### config.mk
export PLATFORM = sky130hd
export DESIGN_NAME = wasm_custom_section_stripper
export DESIGN_NICKNAME = d
export VERILOG_FILES = /design/src/rtl/wcss_pkg.sv /design/src/rtl/wcss_front.sv /design/src/rtl/wcss_queue.sv /design/src/rtl/wcss_back.sv /design/src/rtl/wasm_custom_section_stripper.sv
export SDC_FILE = /design/constraint.sdc
export NUM_CORES = 1
export LEC_CHECK = 0
export BUFFER_PORTS_ARGS = -buffer_cell sky130_fd_sc_hd__buf_2
export CAP_MARGIN = 20
export CORE_UTILIZATION = 58
export CTS_CLUSTER_SIZE = 8
export DETAILED_ROUTE_END_ITERATION = 10
export GPL_ROUTABILITY_DRIVEN = 0
export PLACE_DENSITY = 0.87
export SLEW_MARGIN = 20
export SYNTH_ARGS = -nofsm -noshare
export SYNTH_HDL_FRONTEND = slang
export SYNTH_HIERARCHICAL = 1
export SYNTH_SLANG_ARGS = --single-unit
### constraint.sdc
create_clock -name clk -period 6.7 [get_ports clk]
set_input_delay 0.67 -clock clk [delete_from_list [all_inputs] [get_ports clk]]
set_output_delay 0.67 -clock clk [all_outputs]
set_load 0.005 [all_outputs]
### src/rtl/wcss_pkg.sv
package wcss_pkg;

	// Expected header bytes, byte 0 in the low bits: magic then version 1
	localparam logic [63:0] HEADER_WORD = 64'h00000001_6d736100;

	localparam logic [7:0] LEB_PAYLOAD = 8'h7F;
	localparam logic [7:0] LEB_MORE    = 8'h80;
	localparam logic [5:0] LEB_GROUP_BITS = 6'd7;
	localparam logic [2:0] LEB_GROUP_MAX  = 3'd7;

	localparam logic [2:0] HEADER_LAST = 3'd7;
	localparam logic [3:0] HEADER_BYTES = 4'd8;

	typedef enum logic [2:0] {
		PH_HEADER = 3'd0,
		PH_CODE   = 3'd1,
		PH_SIZE   = 3'd2,
		PH_BODY   = 3'd3,
		PH_BAD    = 3'd4
	} phase_t;

	typedef enum logic [1:0] {
		KIND_DATA       = 2'd0,
		KIND_BAD_HEADER = 2'd1,
		KIND_CLEAN_END  = 2'd2,
		KIND_TRUNC_END  = 2'd3
	} kind_t;

	typedef enum logic [1:0] {
		OP_SKIP    = 2'd0,
		OP_HOLD    = 2'd1,
		OP_DATA    = 2'd2,
		OP_RELEASE = 2'd3
	} op_t;

	typedef enum logic [1:0] {
		TERM_NONE  = 2'd0,
		TERM_BAD   = 2'd1,
		TERM_CLEAN = 2'd2,
		TERM_TRUNC = 2'd3
	} term_t;

	typedef struct packed {
		logic [7:0] in_byte;
		logic       in_last;
	} in_t;

	typedef struct packed {
		logic [7:0] out_byte;
		kind_t      kind;
		logic       out_last;
	} out_t;

	// Work handed from the parser to the emitter
	typedef struct packed {
		logic [7:0] data;
		logic [2:0] idx;
		op_t        op;
		term_t      term;
	} cmd_t;

endpackage

### src/rtl/wcss_front.sv
module wcss_front #(
	parameter int SIZE_WIDTH = 32
) (
	input  logic           clk,
	input  logic           arst_n,
	input  logic           push,
	output logic           full,
	input  wcss_pkg::in_t  item,
	output logic           cmd_push,
	output wcss_pkg::cmd_t cmd,
	input  logic           cmd_full
);

	wcss_pkg::phase_t phase_q, phase_n;
	logic [2:0]            cnt_q, cnt_n;
	logic                  ok_q, ok_n, ok_next;
	logic [SIZE_WIDTH-1:0] accum_q, accum_n, accum_new;
	logic [2:0]            group_q, group_n;
	logic [SIZE_WIDTH-1:0] remain_q, remain_n;
	logic                  drop_q, drop_n;
	logic                  accept;
	logic [7:0]            b;
	logic [5:0]            shift;

	assign b      = item.in_byte;
	assign full   = cmd_full;
	assign accept = push && !cmd_full;

	assign ok_next = ok_q && (b == wcss_pkg::HEADER_WORD[{cnt_q, 3'b000} +: 8]);
	assign shift   = 6'(group_q) * wcss_pkg::LEB_GROUP_BITS;
	// groups shifted past the size width fall off the top
	assign accum_new = accum_q | (SIZE_WIDTH'(b & wcss_pkg::LEB_PAYLOAD) << shift);

	// next state
	always_comb begin
		phase_n  = phase_q;
		cnt_n    = cnt_q;
		ok_n     = ok_q;
		accum_n  = accum_q;
		group_n  = group_q;
		remain_n = remain_q;
		drop_n   = drop_q;
		unique case (phase_q)
			wcss_pkg::PH_HEADER: begin
				if (cnt_q == wcss_pkg::HEADER_LAST) begin
					phase_n = ok_next ? wcss_pkg::PH_CODE : wcss_pkg::PH_BAD;
				end else if (item.in_last) begin
					phase_n = wcss_pkg::PH_BAD;
				end else begin
					cnt_n = cnt_q + 3'd1;
					ok_n  = ok_next;
				end
			end
			wcss_pkg::PH_CODE: begin
				drop_n  = (b == 8'd0);
				accum_n = '0;
				group_n = '0;
				phase_n = wcss_pkg::PH_SIZE;
			end
			wcss_pkg::PH_SIZE: begin
				accum_n = accum_new;
				if (group_q != wcss_pkg::LEB_GROUP_MAX) begin
					group_n = group_q + 3'd1;
				end
				if ((b & wcss_pkg::LEB_MORE) == 8'd0) begin
					remain_n = accum_new;
					phase_n  = (accum_new == '0) ? wcss_pkg::PH_CODE : wcss_pkg::PH_BODY;
				end
			end
			wcss_pkg::PH_BODY: begin
				remain_n = remain_q - SIZE_WIDTH'(1);
				if (remain_q == SIZE_WIDTH'(1)) begin
					phase_n = wcss_pkg::PH_CODE;
				end
			end
			wcss_pkg::PH_BAD: begin
				phase_n = wcss_pkg::PH_BAD;
			end
			default: begin
				phase_n = wcss_pkg::PH_HEADER;
			end
		endcase
	end

	// command to the emitter
	always_comb begin
		cmd.data = b;
		cmd.idx  = cnt_q;
		unique case (phase_q)
			wcss_pkg::PH_HEADER: begin
				if (cnt_q == wcss_pkg::HEADER_LAST && ok_next) begin
					cmd.op = wcss_pkg::OP_RELEASE;
				end else if (cnt_q == wcss_pkg::HEADER_LAST || item.in_last) begin
					cmd.op = wcss_pkg::OP_SKIP;
				end else begin
					cmd.op = wcss_pkg::OP_HOLD;
				end
			end
			wcss_pkg::PH_CODE: begin
				cmd.op = (b == 8'd0) ? wcss_pkg::OP_SKIP : wcss_pkg::OP_DATA;
			end
			wcss_pkg::PH_SIZE, wcss_pkg::PH_BODY: begin
				cmd.op = drop_q ? wcss_pkg::OP_SKIP : wcss_pkg::OP_DATA;
			end
			default: begin
				cmd.op = wcss_pkg::OP_SKIP;
			end
		endcase
		priority if (phase_q == wcss_pkg::PH_HEADER && phase_n == wcss_pkg::PH_BAD) begin
			cmd.term = wcss_pkg::TERM_BAD;
		end else if (item.in_last && phase_n == wcss_pkg::PH_CODE) begin
			cmd.term = wcss_pkg::TERM_CLEAN;
		end else if (item.in_last &&
		             (phase_n == wcss_pkg::PH_SIZE || phase_n == wcss_pkg::PH_BODY)) begin
			cmd.term = wcss_pkg::TERM_TRUNC;
		end else begin
			cmd.term = wcss_pkg::TERM_NONE;
		end
	end

	assign cmd_push = accept && (cmd.op != wcss_pkg::OP_SKIP || cmd.term != wcss_pkg::TERM_NONE);

	always_ff @(posedge clk or negedge arst_n) begin
		if (!arst_n) begin
			phase_q  <= wcss_pkg::PH_HEADER;
			cnt_q    <= '0;
			ok_q     <= 1'b1;
			accum_q  <= '0;
			group_q  <= '0;
			remain_q <= '0;
			drop_q   <= 1'b0;
		end else if (accept) begin
			if (item.in_last) begin
				// end of file: start over on the next byte
				phase_q  <= wcss_pkg::PH_HEADER;
				cnt_q    <= '0;
				ok_q     <= 1'b1;
				accum_q  <= '0;
				group_q  <= '0;
				remain_q <= '0;
				drop_q   <= 1'b0;
			end else begin
				phase_q  <= phase_n;
				cnt_q    <= cnt_n;
				ok_q     <= ok_n;
				accum_q  <= accum_n;
				group_q  <= group_n;
				remain_q <= remain_n;
				drop_q   <= drop_n;
			end
		end
	end

	assert property (@(posedge clk) disable iff (!arst_n)
		phase_q == wcss_pkg::PH_BODY |-> remain_q != '0)
		else $error("body phase with nothing left to count");

endmodule

### src/rtl/wcss_queue.sv
module wcss_queue (
	input  logic           clk,
	input  logic           arst_n,
	input  logic           push,
	input  wcss_pkg::cmd_t wdata,
	output logic           full,
	input  logic           pop,
	output wcss_pkg::cmd_t rdata,
	output logic           empty
);

	localparam int DEPTH = 2;
	localparam int AW    = $clog2(DEPTH);

	wcss_pkg::cmd_t entry_q [DEPTH];
	logic [AW-1:0]  wr_q, rd_q;
	logic [AW:0]    cnt_q;

	assign full  = (cnt_q == (AW+1)'(DEPTH));
	assign empty = (cnt_q == '0);
	assign rdata = entry_q[rd_q];

	always_ff @(posedge clk) begin
		if (push) begin
			entry_q[wr_q] <= wdata;
		end
	end

	always_ff @(posedge clk or negedge arst_n) begin
		if (!arst_n) begin
			wr_q  <= '0;
			rd_q  <= '0;
			cnt_q <= '0;
		end else begin
			if (push) begin
				wr_q <= wr_q + AW'(1);
			end
			if (pop) begin
				rd_q <= rd_q + AW'(1);
			end
			cnt_q <= cnt_q + (AW+1)'(push) - (AW+1)'(pop);
		end
	end

	assert property (@(posedge clk) disable iff (!arst_n) push |-> !full)
		else $error("command queue overflow");
	assert property (@(posedge clk) disable iff (!arst_n) pop |-> !empty)
		else $error("command queue underflow");

endmodule

### src/rtl/wcss_back.sv
module wcss_back (
	input  logic           clk,
	input  logic           arst_n,
	input  wcss_pkg::cmd_t head,
	input  logic           head_empty,
	output logic           head_pop,
	output logic           empty,
	input  logic           pop,
	output wcss_pkg::out_t result
);

	logic [7:0]     hdr_q [8];
	logic [3:0]     idx_q;
	logic [3:0]     n_data, total;
	logic           has_term, gen_valid, step_last, load_ok, advance, is_hold;
	logic           res_valid_q;
	wcss_pkg::out_t res_q, gen;

	assign is_hold  = !head_empty && head.op == wcss_pkg::OP_HOLD;
	assign has_term = (head.term != wcss_pkg::TERM_NONE);

	always_comb begin
		unique case (head.op)
			wcss_pkg::OP_RELEASE: n_data = wcss_pkg::HEADER_BYTES;
			wcss_pkg::OP_DATA:    n_data = 4'd1;
			default:              n_data = 4'd0;
		endcase
	end

	assign total     = n_data + 4'(has_term);
	assign gen_valid = !head_empty && !is_hold;
	assign step_last = (idx_q == total - 4'd1);
	assign load_ok   = !res_valid_q || pop;
	assign advance   = gen_valid && load_ok;
	assign head_pop  = is_hold || (advance && step_last);

	always_comb begin
		gen.out_last = step_last;
		if (idx_q < n_data) begin
			gen.kind = wcss_pkg::KIND_DATA;
			// the eighth header byte is still in the command, not in the store
			if (head.op == wcss_pkg::OP_RELEASE && idx_q[2:0] != wcss_pkg::HEADER_LAST) begin
				gen.out_byte = hdr_q[idx_q[2:0]];
			end else begin
				gen.out_byte = head.data;
			end
		end else begin
			gen.out_byte = 8'd0;
			unique case (head.term)
				wcss_pkg::TERM_BAD:   gen.kind = wcss_pkg::KIND_BAD_HEADER;
				wcss_pkg::TERM_CLEAN: gen.kind = wcss_pkg::KIND_CLEAN_END;
				default:              gen.kind = wcss_pkg::KIND_TRUNC_END;
			endcase
		end
	end

	always_ff @(posedge clk) begin
		if (is_hold) begin
			hdr_q[head.idx] <= head.data;
		end
		if (advance) begin
			res_q <= gen;
		end
	end

	always_ff @(posedge clk or negedge arst_n) begin
		if (!arst_n) begin
			idx_q       <= '0;
			res_valid_q <= 1'b0;
		end else begin
			if (head_pop) begin
				idx_q <= '0;
			end else if (advance) begin
				idx_q <= idx_q + 4'd1;
			end
			if (advance) begin
				res_valid_q <= 1'b1;
			end else if (pop) begin
				res_valid_q <= 1'b0;
			end
		end
	end

	assign empty  = !res_valid_q;
	assign result = res_q;

	assert property (@(posedge clk) disable iff (!arst_n) idx_q <= wcss_pkg::HEADER_BYTES)
		else $error("result step past the header release");
	assert property (@(posedge clk) disable iff (!arst_n)
		idx_q > 4'd1 |-> !head_empty && head.op == wcss_pkg::OP_RELEASE)
		else $error("multi-step emission outside a header release");

endmodule

### src/rtl/wasm_custom_section_stripper.sv
// Passes a WebAssembly module through one byte per cycle unless full, with its custom
// sections removed. Header bytes are held until the eighth arrives; a good header
// then comes out as eight data items on consecutive cycles from the result register
// when popped, while a bad one gives a single bad-header item and the rest of that
// file is swallowed. After the header each byte gives at most one data item plus one
// end item on the final byte, so input and output both sustain one item per cycle
// unless held. The parser hands its work to the emitter through a two-entry command
// queue; full rises only when that queue is full, e.g. while the header release or a
// stalled consumer holds the emitter. No clearing pass is needed after reset.
module wasm_custom_section_stripper #(
	parameter int SIZE_WIDTH = 32
) (
	input  logic           clk,
	input  logic           arst_n,
	input  logic           push,
	output logic           full,
	input  wcss_pkg::in_t  item,
	output logic           empty,
	input  logic           pop,
	output wcss_pkg::out_t result
);

	logic           cmd_push, cmd_full, cmd_pop, cmd_empty;
	wcss_pkg::cmd_t cmd_in, cmd_head;

	wcss_front #(
		.SIZE_WIDTH(SIZE_WIDTH)
	) u_front (
		.clk      (clk),
		.arst_n   (arst_n),
		.push     (push),
		.full     (full),
		.item     (item),
		.cmd_push (cmd_push),
		.cmd      (cmd_in),
		.cmd_full (cmd_full)
	);

	wcss_queue u_queue (
		.clk    (clk),
		.arst_n (arst_n),
		.push   (cmd_push),
		.wdata  (cmd_in),
		.full   (cmd_full),
		.pop    (cmd_pop),
		.rdata  (cmd_head),
		.empty  (cmd_empty)
	);

	wcss_back u_back (
		.clk        (clk),
		.arst_n     (arst_n),
		.head       (cmd_head),
		.head_empty (cmd_empty),
		.head_pop   (cmd_pop),
		.empty      (empty),
		.pop        (pop),
		.result     (result)
	);

endmodule

==> impl_metrics.toml <==
[run_status]
outcome = "completed"

[critical_path]
critical_path_class = "flip-flop to flip-flop"
critical_path.endpoint_type = "flip-flop"
cp_cell_sequence = "mux2_4 -> nand2b_1 -> ha_1 -> or3_4 -> or3_4 -> a21oi_2 -> a21o_1 -> ha_1 -> inv_1 -> ha_1 -> xor3_1"
crit_buf_inv = 1
cp_common_cell = "ha_1"
cp.arrival_ns = 3.97
slowest_stage = "dfrtp_1"
cpPeakStageDelay_ns = 0.87
crit_required_ns = 7.01
critPathLaunchType = "flip-flop"
cp_top_family = "simple AND/OR/NAND/NOR gates"
crit_fanout = 16

[power_and_ir_drop]
p_total_mw = 3.96
ir_drop_v = 0.000234
powerDensity_nw_per_um2 = 390
leakagePower_nw = 3.90

[routing]
drt_iter0_drc = 736
routedWlPerCell_um = 19.6
vias = 6670
via_per_inst = 6.35
routed_wirelength_um = 20600
first_pass_iters = 5
drc = 0
postRouteAntennaNets = 0

[sta]
timing.setup.tns_ns = 0
period_needed_ns = 3.66
hold_violations = 0
worst_pin_slew_ns = 0.992
slew_headroom = 0.337
holdWs_ns = 0.260
rsz0062_at_grt = "false"
setup_ws_ns = 3.04
skew_ns = 0.0123
post-route-period-util = 0.546
fmax_ghz = 0.273
setup_viol = 0
maxSlewViolCount = 0

[hold_path]
hp-class = "input port to async pin"

[clocking]
clock_sink_count = 189
cts_resized = 0
root_buffer = "clkbuf_16"
hold_buffers = 0
cts.htree.levels = 4
cts.path.max_buffers = 2
post_cts_buffers = 0
cts_tree = "yes"
clk_pin_slew_worst_paths_ns = 0.07
clk_latency_ns = 0.44
cts_buffers = 17

[floorplan]
die_x_um = 129
rows = 46
num_io_pins = 26
start_util = 0.592
die_area_sq_um = 16700
coreArea_sq_um = 15800
die_h_um = 129

[global_routing]
grt_max_degree = 85
overflow = 0
grt_use_total = 0.268
antenna_found_initial = 0
grt_pass1_vias = 6548
grt_pass1_wl_um = 33500

[synthesis]
synth_cell_types = 75
syn_avg_cell_area_sq_um = 11.3
synth_seq_area_share = 0.561
async_flop_share = 0.444
synth_area_sq_um = 9360
ys_warn_count = 6
synth_edf_count = 105
synthFlopType = "edfxtp_1"
syn_inst = 828
syn_nets = 857
synth_seq_cells = 189

[run]
cap_violations = 0

[layout]
seqCellArea_sq_um = 5260
drive_gt1_frac = 0.144
n_fill_cell = 1180
stdcell_count = 1050
stdcell_area_sq_um = 10100
final_nets = 850
syn_to_final_growth_pct = 8.31
diodes = 0
multiInputGateArea_sq_um = 3750
fin_util = 0.641

[placement]
hpwl_um = 13700
dp.cells = 1018
dp_slack_ns = 3.09
place_area_sq_um = 9530
io_buffers = 25
worst paths after layout:
check / cells past startpoint / endpoint / slack (ns) / start
worst max-delay path: 11 / u_queue/cnt_q[1] / 3.04 / u_queue/rd_q
worst min-delay path: 1 / u_front/remain_q[14] / 0.26 / arst_n
worst max register to register: 11 / u_queue/cnt_q[1] / 3.04 / u_queue/rd_q
worst min register to register: 2 / u_front/accum_q[19] / 0.48 / u_front/accum_q[19]
max in group asynchronous: 1 / u_front/accum_q[19] / 5.88 / arst_n
min in group clk: 2 / u_front/accum_q[19] / 0.48 / u_front/accum_q[19]
layout make-up:
class,count,area share
clock buffer,17,0.0419
multi-input combinational,560,0.370
inverter,21,0.00777
tap,216,0.0266
clock inverter,15,0.0176
sequential,189,0.518
timing repair buffer,32,0.0181
routing by layer:
metal | up-vias | part of all wire | GRT usage
met5 | - | 0 | 0
met4 | 0 | 0.046 | 0.153
met3 | 63 | 0.052 | 0.0537
met2 | 255 | 0.50 | 0.453
met1 | 3274 | 0.40 | 0.323
li1 | 3078 | - | -
sequential cells by signal, summed over array words and instances (netlist names):
name	cells
u_front/phase_q	3
u_queue/cnt_q	2
u_queue/wr_q	1
u_queue/entry_q	30
u_back/hdr_q	64
u_back/res_valid_q	1
u_front/accum_q	32
u_front/drop_q	1
u_queue/rd_q	1
u_back/idx_q	4
u_front/cnt_q	3
u_front/group_q	3
u_front/ok_q	1
u_back/result	11
u_front/remain_q	32
placed cells by master, fill, tap and decap left out, types with 16 or more instances in the layout:
master and n:
edfxtp_1 105, nor2_1 85, dfrtp_1 83, nand2_1 68
o21ai_0 58, a21oi_1 56, o31ai_1 25, buf_2 24
a31oi_1 22, inv_1 21, nor3_1 21, clkbuf_16 17
mux4_2 16, ha_1 16, nor2b_1 16
synthesized netlist by cell type (15+ instances only):
cell type / instances / area share
nand2b_1: 15 / 0.010
a31oi_1: 22 / 0.015
clkbuf_1: 34 / 0.014
o31ai_1: 25 / 0.020
mux4_2: 16 / 0.038
inv_1: 21 / 0.0084
ha_1: 16 / 0.021
nor3_1: 21 / 0.011
o21ai_0: 59 / 0.032
edfxtp_1: 105 / 0.34
nand2_1: 68 / 0.027
nor2_1: 86 / 0.034
a21oi_1: 56 / 0.030
dfrtp_1: 83 / 0.22
nor2b_1: 16 / 0.011
logic make-up (layout without fill, tap and decap cells):
logic type / after synthesis / count (layout) / share of synthesized area
AO/OA/AOI/OAI: 226 / 226 / 0.153
XOR/XNOR: 6 / 6 / 0.00722
adder cells (fa/ha/maj): 16 / 16 / 0.0214
buffers and inverters: 79 / 85 / 0.0402
flip-flops: 189 / 189 / 0.561
multiplexers: 43 / 43 / 0.0732
AND/OR/NAND/NOR: 269 / 269 / 0.143
power breakdown:
group	internal, mW	total [mW]	switching (mW)
logic	0.504	1.29	0.790
clock network	0.507	1.00	0.495
registers	1.52	1.66	0.145
(Power assumes the default switching activity.)
